[src/sv/pcs_pkg.sv]
// Shared types and constants for the PUCT child select block.
// Used by pcs_iter_unit and puct_child_select_unit; no dependencies.
package pcs_pkg;

   localparam int ACTION_BITS = 15;
   localparam int FRAC_BITS   = 16;

   localparam int VISIT_BITS  = 24;
   localparam int SUM_BITS    = 40;
   localparam int PRIOR_BITS  = 17;
   localparam int VL_BITS     = 10;
   localparam int WEIGHT_BITS = 24;
   localparam int FPU_BITS    = 20;
   localparam int SCORE_BITS  = 48;

   // sqrt of (visits + vl + 1) scaled by 4^F
   localparam int RAD_IN_BITS = 26;
   localparam int RAD_BITS    = RAD_IN_BITS + 2 * FRAC_BITS;
   localparam int ROOT_BITS   = 13 + FRAC_BITS;
   localparam int WP_BITS     = WEIGHT_BITS + PRIOR_BITS - FRAC_BITS;
   localparam int PROD_BITS   = WP_BITS + ROOT_BITS;
   localparam int DEN_BITS    = VISIT_BITS + 1;
   localparam int MEAN_BITS   = SUM_BITS + 1;
   localparam int ACC_BITS    = SCORE_BITS + 8;
   localparam int OPND_BITS   = (RAD_BITS > PROD_BITS) ? RAD_BITS : PROD_BITS;
   localparam int REM_BITS    = ROOT_BITS + 2;
   localparam int CNT_BITS    = $clog2(OPND_BITS + 1);

   localparam logic signed [SCORE_BITS-1:0] SCORE_MAX = {1'b0, {(SCORE_BITS-1){1'b1}}};
   localparam logic signed [SCORE_BITS-1:0] SCORE_MIN = {1'b1, {(SCORE_BITS-1){1'b0}}};

   typedef struct packed {
      logic [ACTION_BITS-1:0]       action_index;
      logic [VISIT_BITS-1:0]        child_visits;
      logic signed [SUM_BITS-1:0]   child_value_sum;
      logic [PRIOR_BITS-1:0]        child_prior;
      logic [VL_BITS-1:0]           child_virtual_loss;
      logic [VISIT_BITS-1:0]        parent_visits;
      logic signed [SUM_BITS-1:0]   parent_value_sum;
      logic [VL_BITS-1:0]           parent_virtual_loss;
      logic [WEIGHT_BITS-1:0]       c_puct;
      logic                         last_child;
   } req_type;

   typedef struct packed {
      logic [ACTION_BITS-1:0]       win_action;
      logic signed [SCORE_BITS-1:0] best_score;
   } rsp_type;

   typedef enum logic {
      ITER_DIV,
      ITER_SQRT
   } iter_mode_type;

   typedef struct packed {
      logic          start;
      iter_mode_type mode;
   } iter_cmd_type;

   typedef enum logic [3:0] {
      ST_IDLE,
      ST_ROOT_GO,
      ST_ROOT_WAIT,
      ST_PMEAN_GO,
      ST_PMEAN_WAIT,
      ST_CMEAN_GO,
      ST_CMEAN_WAIT,
      ST_MUL_WP,
      ST_MUL_PR,
      ST_EXPL_GO,
      ST_EXPL_WAIT,
      ST_SCORE
   } state_type;

endpackage

[src/sv/pcs_iter_unit.sv]
// Shared radix-2 restoring unit: unsigned divide or integer square root.
// One quotient / root bit per cycle. Depends on pcs_pkg.
module pcs_iter_unit (
   input  logic                          clock,
   input  logic                          reset,
   input  pcs_pkg::iter_cmd_type         cmd,
   input  logic [pcs_pkg::PROD_BITS-1:0] div_num,
   input  logic [pcs_pkg::DEN_BITS-1:0]  div_den,
   input  logic [pcs_pkg::RAD_IN_BITS-1:0] rad_in,
   output logic                          done,
   output logic [pcs_pkg::PROD_BITS-1:0] result
);

   logic                            busy_ff, busy_in;
   logic                            done_ff, done_in;
   pcs_pkg::iter_mode_type          mode_ff, mode_in;
   logic [pcs_pkg::CNT_BITS-1:0]    cnt_ff, cnt_in;
   logic [pcs_pkg::OPND_BITS-1:0]   opnd_ff, opnd_in;
   logic [pcs_pkg::DEN_BITS-1:0]    den_ff, den_in;
   logic [pcs_pkg::REM_BITS-1:0]    rem_ff, rem_in;
   logic [pcs_pkg::PROD_BITS-1:0]   quo_ff, quo_in;

   logic [pcs_pkg::REM_BITS:0]      rem_sh;
   logic [pcs_pkg::REM_BITS:0]      trial;
   logic [pcs_pkg::REM_BITS:0]      diff;
   logic                            ge;

   always_comb begin
      if (mode_ff == pcs_pkg::ITER_SQRT) begin
         rem_sh = {rem_ff[pcs_pkg::REM_BITS-2:0], opnd_ff[pcs_pkg::OPND_BITS-1 -: 2]};
         trial  = (pcs_pkg::REM_BITS+1)'({quo_ff[pcs_pkg::ROOT_BITS-1:0], 2'b01});
      end else begin
         rem_sh = {rem_ff, opnd_ff[pcs_pkg::OPND_BITS-1]};
         trial  = (pcs_pkg::REM_BITS+1)'(den_ff);
      end
      ge   = (rem_sh >= trial);
      diff = rem_sh - trial;
   end

   always_comb begin
      busy_in = busy_ff;
      done_in = 1'b0;
      mode_in = mode_ff;
      cnt_in  = cnt_ff;
      opnd_in = opnd_ff;
      den_in  = den_ff;
      rem_in  = rem_ff;
      quo_in  = quo_ff;
      if (cmd.start) begin
         busy_in = 1'b1;
         mode_in = cmd.mode;
         den_in  = div_den;
         rem_in  = '0;
         quo_in  = '0;
         if (cmd.mode == pcs_pkg::ITER_SQRT) begin
            // left-aligned radicand; only the top ROOT_BITS digit pairs are used
            opnd_in = pcs_pkg::OPND_BITS'(rad_in)
                      << (pcs_pkg::OPND_BITS - pcs_pkg::RAD_IN_BITS);
            cnt_in  = pcs_pkg::CNT_BITS'(pcs_pkg::ROOT_BITS);
         end else begin
            opnd_in = pcs_pkg::OPND_BITS'(div_num)
                      << (pcs_pkg::OPND_BITS - pcs_pkg::PROD_BITS);
            cnt_in  = pcs_pkg::CNT_BITS'(pcs_pkg::PROD_BITS);
         end
      end else if (busy_ff) begin
         rem_in = ge ? diff[pcs_pkg::REM_BITS-1:0] : rem_sh[pcs_pkg::REM_BITS-1:0];
         quo_in = {quo_ff[pcs_pkg::PROD_BITS-2:0], ge};
         opnd_in = (mode_ff == pcs_pkg::ITER_SQRT) ? (opnd_ff << 2) : (opnd_ff << 1);
         cnt_in = cnt_ff - 1'b1;
         if (cnt_ff == pcs_pkg::CNT_BITS'(1)) begin
            busy_in = 1'b0;
            done_in = 1'b1;
         end
      end
   end

   always_ff @(posedge clock) begin
      if (reset) begin
         busy_ff <= 1'b0;
         done_ff <= 1'b0;
         mode_ff <= pcs_pkg::ITER_DIV;
         cnt_ff  <= '0;
      end else begin
         busy_ff <= busy_in;
         done_ff <= done_in;
         mode_ff <= mode_in;
         cnt_ff  <= cnt_in;
      end
      opnd_ff <= opnd_in;
      den_ff  <= den_in;
      rem_ff  <= rem_in;
      quo_ff  <= quo_in;
   end

   assign done   = done_ff;
   assign result = quo_ff;

endmodule

[src/sv/puct_child_select_unit.sv]
// PUCT child selection top level: sequencer, datapath and result register.
// Depends on pcs_pkg and pcs_iter_unit.
//
// Children of one node arrive one transfer at a time; the block stalls its input
// while a child is scored. Every child is scored by one shared bit-per-cycle
// divide/square-root unit. The first child of a group runs the parent root, the
// parent mean, the child mean, two multiplies, the exploration divide and the
// score state, each divide with a start state and a wait state; later children
// start at the child mean. A child whose visits plus virtual loss are zero skips
// its mean divide, and a parent whose visits plus virtual loss are zero skips
// the parent mean divide. The best action leaves through an output register on
// the last child, so the next group may start while it waits; a last child whose
// result finds that register still stalled waits in the score state until it
// frees.
module puct_child_select_unit (
   input  logic                             clock,
   input  logic                             reset,
   input  logic                             req_valid,
   output logic                             req_stall,
   input  pcs_pkg::req_type                 req_data,
   output logic                             rsp_valid,
   input  logic                             rsp_stall,
   output pcs_pkg::rsp_type                 rsp_data,
   input  logic                             csr_wr_en,
   input  logic [pcs_pkg::FPU_BITS-1:0]     csr_wr_data
);

   pcs_pkg::state_type state_ff, state_in;

   logic [pcs_pkg::FPU_BITS-1:0]            fpu_ff;
   logic                                    in_group_ff;
   logic signed [pcs_pkg::SCORE_BITS-1:0]   parent_mean_ff;
   logic [pcs_pkg::ROOT_BITS-1:0]           parent_root_ff;
   logic [pcs_pkg::WEIGHT_BITS-1:0]         weight_ff;
   logic signed [pcs_pkg::SCORE_BITS-1:0]   best_score_ff;
   logic [pcs_pkg::ACTION_BITS-1:0]         run_action_ff;
   logic                                    have_best_ff;
   logic                                    rsp_valid_ff;
   pcs_pkg::rsp_type                        rsp_data_ff;

   pcs_pkg::req_type                        item_ff;
   logic                                    neg_ff;
   logic signed [pcs_pkg::SCORE_BITS-1:0]   exploit_ff;
   logic [pcs_pkg::WP_BITS-1:0]             wp_ff;
   logic [pcs_pkg::PROD_BITS-1:0]           prod_ff;
   logic signed [pcs_pkg::SCORE_BITS-1:0]   score_ff;

   pcs_pkg::iter_cmd_type                   cmd;
   logic [pcs_pkg::PROD_BITS-1:0]           div_num;
   logic [pcs_pkg::DEN_BITS-1:0]            div_den;
   logic [pcs_pkg::RAD_IN_BITS-1:0]         rad_in;
   logic                                    iter_done;
   logic [pcs_pkg::PROD_BITS-1:0]           iter_result;

   logic                                    accept;
   logic                                    rsp_busy;
   logic                                    rsp_load;
   logic [pcs_pkg::DEN_BITS-1:0]            pden, cden;
   logic signed [pcs_pkg::MEAN_BITS-1:0]    padj, cadj;
   logic [pcs_pkg::MEAN_BITS-1:0]           pmag, cmag;
   logic signed [pcs_pkg::SCORE_BITS-1:0]   qmean;
   logic signed [pcs_pkg::SCORE_BITS-1:0]   fpu_ext;
   logic signed [pcs_pkg::ACC_BITS-1:0]     acc;
   logic signed [pcs_pkg::SCORE_BITS-1:0]   sat_score;
   logic                                    take;
   logic signed [pcs_pkg::SCORE_BITS-1:0]   sel_score;
   logic [pcs_pkg::ACTION_BITS-1:0]         sel_action;

   pcs_iter_unit u_iter (
      .clock   (clock),
      .reset   (reset),
      .cmd     (cmd),
      .div_num (div_num),
      .div_den (div_den),
      .rad_in  (rad_in),
      .done    (iter_done),
      .result  (iter_result)
   );

   assign accept   = req_valid && !req_stall;
   assign rsp_busy = rsp_valid_ff && rsp_stall;
   assign rsp_load = (state_ff == pcs_pkg::ST_SCORE) && item_ff.last_child && !rsp_busy;

   // operand prep: mean numerator is sum + vl * 2^F, divided in magnitude
   always_comb begin
      pden = pcs_pkg::DEN_BITS'(item_ff.parent_visits)
             + pcs_pkg::DEN_BITS'(item_ff.parent_virtual_loss);
      cden = pcs_pkg::DEN_BITS'(item_ff.child_visits)
             + pcs_pkg::DEN_BITS'(item_ff.child_virtual_loss);
      padj = pcs_pkg::MEAN_BITS'(item_ff.parent_value_sum)
             + pcs_pkg::MEAN_BITS'({item_ff.parent_virtual_loss,
                                    {pcs_pkg::FRAC_BITS{1'b0}}});
      cadj = pcs_pkg::MEAN_BITS'(item_ff.child_value_sum)
             + pcs_pkg::MEAN_BITS'({item_ff.child_virtual_loss,
                                    {pcs_pkg::FRAC_BITS{1'b0}}});
      pmag = padj[pcs_pkg::MEAN_BITS-1] ? pcs_pkg::MEAN_BITS'(-padj)
                                        : pcs_pkg::MEAN_BITS'(padj);
      cmag = cadj[pcs_pkg::MEAN_BITS-1] ? pcs_pkg::MEAN_BITS'(-cadj)
                                        : pcs_pkg::MEAN_BITS'(cadj);
      rad_in = pcs_pkg::RAD_IN_BITS'(pden) + pcs_pkg::RAD_IN_BITS'(1);
      fpu_ext = $signed({{(pcs_pkg::SCORE_BITS-pcs_pkg::FPU_BITS){1'b0}}, fpu_ff});
      qmean = $signed(pcs_pkg::SCORE_BITS'(iter_result[pcs_pkg::MEAN_BITS-1:0]));
   end

   // score = exploit + explore, clamped to the score range
   always_comb begin
      acc = pcs_pkg::ACC_BITS'(exploit_ff)
            + $signed(pcs_pkg::ACC_BITS'(iter_result >> pcs_pkg::FRAC_BITS));
      if (acc > pcs_pkg::ACC_BITS'(pcs_pkg::SCORE_MAX))
         sat_score = pcs_pkg::SCORE_MAX;
      else if (acc < pcs_pkg::ACC_BITS'(pcs_pkg::SCORE_MIN))
         sat_score = pcs_pkg::SCORE_MIN;
      else
         sat_score = acc[pcs_pkg::SCORE_BITS-1:0];
   end

   // first strict maximum wins; first child of a group always taken
   always_comb begin
      take       = !have_best_ff || (score_ff > best_score_ff);
      sel_score  = take ? score_ff : best_score_ff;
      sel_action = take ? item_ff.action_index : run_action_ff;
   end

   // next state
   always_comb begin
      state_in = state_ff;
      case (state_ff)
         pcs_pkg::ST_IDLE: begin
            if (req_valid)
               state_in = in_group_ff ? pcs_pkg::ST_CMEAN_GO : pcs_pkg::ST_ROOT_GO;
         end
         pcs_pkg::ST_ROOT_GO:   state_in = pcs_pkg::ST_ROOT_WAIT;
         pcs_pkg::ST_ROOT_WAIT: begin
            if (iter_done)
               state_in = pcs_pkg::ST_PMEAN_GO;
         end
         pcs_pkg::ST_PMEAN_GO: begin
            state_in = (pden == '0) ? pcs_pkg::ST_CMEAN_GO : pcs_pkg::ST_PMEAN_WAIT;
         end
         pcs_pkg::ST_PMEAN_WAIT: begin
            if (iter_done)
               state_in = pcs_pkg::ST_CMEAN_GO;
         end
         pcs_pkg::ST_CMEAN_GO: begin
            state_in = (cden == '0) ? pcs_pkg::ST_MUL_WP : pcs_pkg::ST_CMEAN_WAIT;
         end
         pcs_pkg::ST_CMEAN_WAIT: begin
            if (iter_done)
               state_in = pcs_pkg::ST_MUL_WP;
         end
         pcs_pkg::ST_MUL_WP:    state_in = pcs_pkg::ST_MUL_PR;
         pcs_pkg::ST_MUL_PR:    state_in = pcs_pkg::ST_EXPL_GO;
         pcs_pkg::ST_EXPL_GO:   state_in = pcs_pkg::ST_EXPL_WAIT;
         pcs_pkg::ST_EXPL_WAIT: begin
            if (iter_done)
               state_in = pcs_pkg::ST_SCORE;
         end
         pcs_pkg::ST_SCORE: begin
            if (!(item_ff.last_child && rsp_busy))
               state_in = pcs_pkg::ST_IDLE;
         end
         default:               state_in = pcs_pkg::ST_IDLE;
      endcase
   end

   // sequencer outputs
   always_comb begin
      req_stall = 1'b1;
      cmd.start = 1'b0;
      cmd.mode  = pcs_pkg::ITER_DIV;
      div_num   = pcs_pkg::PROD_BITS'(pmag);
      div_den   = pden;
      case (state_ff)
         pcs_pkg::ST_IDLE:     req_stall = 1'b0;
         pcs_pkg::ST_ROOT_GO: begin
            cmd.start = 1'b1;
            cmd.mode  = pcs_pkg::ITER_SQRT;
         end
         pcs_pkg::ST_PMEAN_GO: cmd.start = (pden != '0);
         pcs_pkg::ST_CMEAN_GO: begin
            cmd.start = (cden != '0);
            div_num   = pcs_pkg::PROD_BITS'(cmag);
            div_den   = cden;
         end
         pcs_pkg::ST_EXPL_GO: begin
            cmd.start = 1'b1;
            div_num   = prod_ff;
            div_den   = cden + pcs_pkg::DEN_BITS'(1);
         end
         default: ;
      endcase
   end

   always_ff @(posedge clock) begin
      if (reset) begin
         state_ff <= pcs_pkg::ST_IDLE;
      end else begin
         state_ff <= state_in;
      end
   end

   // datapath and group state
   always_ff @(posedge clock) begin
      if (reset) begin
         fpu_ff         <= '0;
         in_group_ff    <= 1'b0;
         parent_mean_ff <= '0;
         parent_root_ff <= '0;
         weight_ff      <= '0;
         best_score_ff  <= pcs_pkg::SCORE_MIN;
         run_action_ff  <= '0;
         have_best_ff   <= 1'b0;
         rsp_valid_ff   <= 1'b0;
      end else begin
         if (csr_wr_en)
            fpu_ff <= csr_wr_data;
         if (rsp_load)
            rsp_valid_ff <= 1'b1;
         else if (rsp_valid_ff && !rsp_stall)
            rsp_valid_ff <= 1'b0;
         case (state_ff)
            pcs_pkg::ST_IDLE: begin
               if (accept && !in_group_ff) begin
                  weight_ff   <= req_data.c_puct;
                  in_group_ff <= 1'b1;
               end
            end
            pcs_pkg::ST_ROOT_WAIT: begin
               if (iter_done)
                  parent_root_ff <= iter_result[pcs_pkg::ROOT_BITS-1:0];
            end
            pcs_pkg::ST_PMEAN_GO: begin
               if (pden == '0)
                  parent_mean_ff <= '0;
            end
            pcs_pkg::ST_PMEAN_WAIT: begin
               if (iter_done)
                  parent_mean_ff <= neg_ff ? -qmean : qmean;
            end
            pcs_pkg::ST_SCORE: begin
               if (!(item_ff.last_child && rsp_busy)) begin
                  if (item_ff.last_child) begin
                     in_group_ff    <= 1'b0;
                     have_best_ff   <= 1'b0;
                     best_score_ff  <= pcs_pkg::SCORE_MIN;
                     run_action_ff  <= '0;
                  end else begin
                     have_best_ff   <= 1'b1;
                     best_score_ff  <= sel_score;
                     run_action_ff  <= sel_action;
                  end
               end
            end
            default: ;
         endcase
      end
   end

   // payload registers
   always_ff @(posedge clock) begin
      if (accept)
         item_ff <= req_data;
      case (state_ff)
         pcs_pkg::ST_PMEAN_GO: neg_ff <= padj[pcs_pkg::MEAN_BITS-1];
         pcs_pkg::ST_CMEAN_GO: begin
            neg_ff <= cadj[pcs_pkg::MEAN_BITS-1];
            if (cden == '0)
               exploit_ff <= parent_mean_ff - fpu_ext;
         end
         pcs_pkg::ST_CMEAN_WAIT: begin
            // exploit is minus the child's mean
            if (iter_done)
               exploit_ff <= neg_ff ? qmean : -qmean;
         end
         pcs_pkg::ST_MUL_WP: begin
            wp_ff <= pcs_pkg::WP_BITS'(
                        ((pcs_pkg::WEIGHT_BITS+pcs_pkg::PRIOR_BITS)'(weight_ff)
                         * (pcs_pkg::WEIGHT_BITS+pcs_pkg::PRIOR_BITS)'(item_ff.child_prior))
                        >> pcs_pkg::FRAC_BITS);
         end
         pcs_pkg::ST_MUL_PR: begin
            prod_ff <= pcs_pkg::PROD_BITS'(wp_ff) * pcs_pkg::PROD_BITS'(parent_root_ff);
         end
         pcs_pkg::ST_EXPL_WAIT: begin
            if (iter_done)
               score_ff <= sat_score;
         end
         pcs_pkg::ST_SCORE: begin
            if (rsp_load) begin
               rsp_data_ff.win_action <= sel_action;
               rsp_data_ff.best_score <= sel_score;
            end
         end
         default: ;
      endcase
   end

   assign rsp_valid = rsp_valid_ff;
   assign rsp_data  = rsp_data_ff;

endmodule
[config.mk]
export PLATFORM = sky130hd
export DESIGN_NAME = puct_child_select_unit
export DESIGN_NICKNAME = d
export VERILOG_FILES = /design/src/sv/pcs_pkg.sv /design/src/sv/pcs_iter_unit.sv /design/src/sv/puct_child_select_unit.sv
export SDC_FILE = /design/constraint.sdc
export NUM_CORES = 2
export LEC_CHECK = 0
export ABC_AREA = 1
export BUFFER_PORTS_ARGS = -buffer_cell sky130_fd_sc_hd__buf_4
export CELL_PAD_IN_SITES_DETAIL_PLACEMENT = 1
export CELL_PAD_IN_SITES_GLOBAL_PLACEMENT = 2
export CORE_MARGIN = 2
export CORE_UTILIZATION = 39
export DETAILED_ROUTE_END_ITERATION = 10
export PLACE_DENSITY = 0.91
export SYNTH_ARGS = -nofsm -noshare
export SYNTH_HDL_FRONTEND = slang
export SYNTH_SLANG_ARGS = --single-unit
export TNS_END_PERCENT = 50
[constraint.sdc]
create_clock -name clock -period 16.75 [get_ports clock]
set_clock_uncertainty 0.15 [all_clocks]
set_input_delay 3.35 -clock clock [delete_from_list [all_inputs] [get_ports clock]]
set_output_delay 3.35 -clock clock [all_outputs]
set_load 0.005 [all_outputs]
==> results.py <==
metrics = {
    "run_status": {
        "status": "finished clean",
    },
    "timing": {
        "slew_viol_final": 0,
        "whs_ns": 0.317,
        "final.min_clock_period_ns": 8.05,
        "setup_tns_ns": 0,
        "setup_viol": 0,
        "finalHoldViolCount": 0,
        "grt_setup_unrepaired": "no",
        "worstMarginPinSlew_ns": 1.45,
        "fmax_mhz": 124,
        "period_share_pct": 48.0,
        "relSlewSlack_pct": 3.00,
        "setup_ws_ns": 8.70,
    },
    "pwr": {
        "p_per_area_nw_per_um2": 193,
        "p_leak_nw": 46.9,
        "peakVddDrop_mv": 0.374,
    },
    "setup_path": {
        "cp-end-kind": "flip-flop",
        "crit_slowest_cell": "edfxtp_1",
        "critPathKind": "flip-flop to flip-flop",
        "critPathArrivalTime_ns": 8.37,
        "crit_path_frequent_cell": "fa_1",
        "crit_chain": "nand2_1 -> fa_1 -> inv_1 -> fa_1 -> fa_1 -> fa_1 -> fa_1 -> fa_1 -> inv_1 -> fa_1 -> inv_1 -> ha_1 -> nand2_1 -> nor2_1 -> inv_1 -> nor2_1 -> inv_1 -> nor4_1 -> nand3_1 -> nand3_1 -> a21o_1 -> a21oi_1 -> o21ai_0 -> xor2_1",
        "worstPathRequired_ns": 17.07,
        "max_stage_delay_ns": 1.30,
        "crit_fanout": 29,
        "crit_buf_inv": 5,
        "cpLargestDelayFamily": "adder cells",
        "cp-start-kind": "flip-flop",
    },
    "placed_design": {
        "gp_congestion": 0.935,
        "postPlaceCellArea_um2": 89200,
        "dp_hpwl_mm": 241,
        "port_buffers": 294,
        "place_ws_ns": 8.76,
    },
    "global_route": {
        "grt_overflow": 0,
        "grt_max_degree": 182,
        "track_usage_pct": 27.7,
        "met2_usage_pct": 49.6,
        "grt_pass1_vias": 80400,
        "grt_use_met3_pct": 3.01,
        "use_met1_pct": 34.2,
        "grt.busiest_layer": "met2",
        "grt_pass1_wl_mm": 470,
        "antenna_found_initial": 13,
    },
    "hold_path": {
        "hold_path_class": "flip-flop to flip-flop",
    },
    "synth": {
        "synth-edff-count": 499,
        "synth_seq_area_share_pct": 24.6,
        "avgSynthCellArea_um2": 7.70,
        "synth_cell_type_count": 63,
        "synth_flop_cell": "edfxtp_1",
        "synth_area_um2": 84200,
        "yosys.area.top_type": "fa_1",
        "netlist.area_leader.share_pct": 22.6,
        "synth_nets": 12600,
        "synth_cells": 10900,
        "netlist_top_cells_area": "fa_1 23%, edfxtp_1 18%, nand2_1 12%",
        "yosysWarningCount": 0,
        "synth_seq_cells": 784,
        "ys_async_sr_fraction_pct": 0,
    },
    "detailed_routing": {
        "dr.pass1.iters": 7,
        "routed_wl_mm": 304,
        "antenna_left": 0,
        "remaining_drc_errors": 0,
        "dr_total_vias": 73500,
        "drt-vias-per-instance": 5.28,
        "drtIter0Drc": 5056,
        "drt-wirelength-per-cell_um": 21.8,
    },
    "floorplan": {
        "die_h_um": 469,
        "initial_core_util_pct": 39.2,
        "ios": 295,
        "dieArea_um2": 220000,
        "rows": 170,
        "coreArea_um2": 215000,
        "die-width_um": 469,
    },
    "layout": {
        "layout.cells.most_common": "nand2_1",
        "final_cell_mix": "2,689 x nand2_1, 2,363 x inv_1, 952 x fa_1",
        "num-nets-final": 12700,
        "drive_above_1_share_pct": 5.83,
        "area_growth_pct": 9.78,
        "design_area_um2": 92500,
        "fill_cells": 26300,
    },
    "clock_network": {
        "cts-root-buf": "clkbuf_16",
        "cts_tree": "built",
        "clkSlewWorstSetupHoldPaths_ns": 0.06,
        "cts.sink_count": 784,
        "htreeDepth": 3,
        "insertion_delay_ns": 0.77,
        "ctsHoldBuffers": 0,
        "ctsResizeCount": 0,
        "clockBufferDepth": 3,
        "post_cts_buffers": 0,
        "numCtsBuffers": 94,
    },
    "job": {
        "drv_cap": 0,
    },
}
## layer usage
layer,vias to the layer above,wire [um]
met1,37100,126000
met5,-,50
met4,8,11900
met3,482,13700
li1,34000,-
met2,1844,152000
## cell families (layout without fill, tap and decap cells)
family	Yosys count	after routing	share of synthesized area, %
compound gates	1448	1448	9.82
simple gates	4196	4196	20.5
flops	784	784	24.6
buf+inv	2833	2964	12.7
fa+ha+maj	1440	1440	29.9
mux	1	1	0.0119
other cells	0	6	0
xor+xnor	237	237	2.49
## flip-flops by register name (all words and copies together), names as in the netlist, 24 cells and up
name            flops
u_iter.opnd_ff     54
wp_ff              25
u_iter.den_ff      25
u_iter.rem_ff      31
item_ff           181
rsp_data           63
weight_ff          24
parent_mean_ff     48
prod_ff            54
best_score_ff      48
parent_root_ff     29
score_ff           48
exploit_ff         48
u_iter.result      54
## Yosys cell counts, drive strengths merged (90+ instances only)
cell type	instances
nand2	2695
inv	2373
fa	952
nor2	636
o21ai	530
a21oi	526
nand3	505
edfxtp	499
ha	488
clkbuf	387
dfxtp	285
xor2	159
nand4	97
nor3	90
## worst paths after layout
kind	slack (ns)	endpoint	start	depth (start not counted)
max	8.70	prod_ff[53]$_DFFE_PP_	wp_ff[16]$_DFFE_PP_	24
min	0.32	best_score_ff[4]$_SDFFE_PP0P_	best_score_ff[4]$_SDFFE_PP0P_	2
max reg2reg	8.70	prod_ff[53]$_DFFE_PP_	wp_ff[16]$_DFFE_PP_	24
min reg2reg	0.32	best_score_ff[4]$_SDFFE_PP0P_	best_score_ff[4]$_SDFFE_PP0P_	2
## tightest hold or removal path, stage by stage (launching register included)
cell	delay, ns
dfxtp_1	0.31
nand2_1	0.06
a21oi_1	0.06
## per-stage QoR
stage	power [mW]	util, %	instances
6_report	17.9	43.1	13900
5_1_grt	19.5	43.1	13900
4_1_cts	17.9	43.1	13900
3_5_place_dp	15.6	41.5	13700
3_3_place_gp	15.3	41.5	13700
2_1_floorplan	11.8	-	10900
## cell type report
type	count	area (um2)	share of cell area, %
Antenna cell	6	15.0	0.0162
Sequential cell	784	20700	22.4
Clock buffer	127	2690	2.91
Timing Repair Buffer	406	3060	3.31
Tap cell	2838	3550	3.84
Clock inverter	51	608	0.658
Inverter	2380	8930	9.66
Multi-Input combinational cell	7322	52900	57.2
## report_power, final
group          switching [mW]  internal [mW]  leakage (nW)
Sequential              0.479           2.94          6.98
Combinational            8.17           4.07          38.3
Clock                   0.958           1.23          1.60
Total                    9.61           8.24          46.9
No activity file was read; power rests on OpenSTA's default activity.
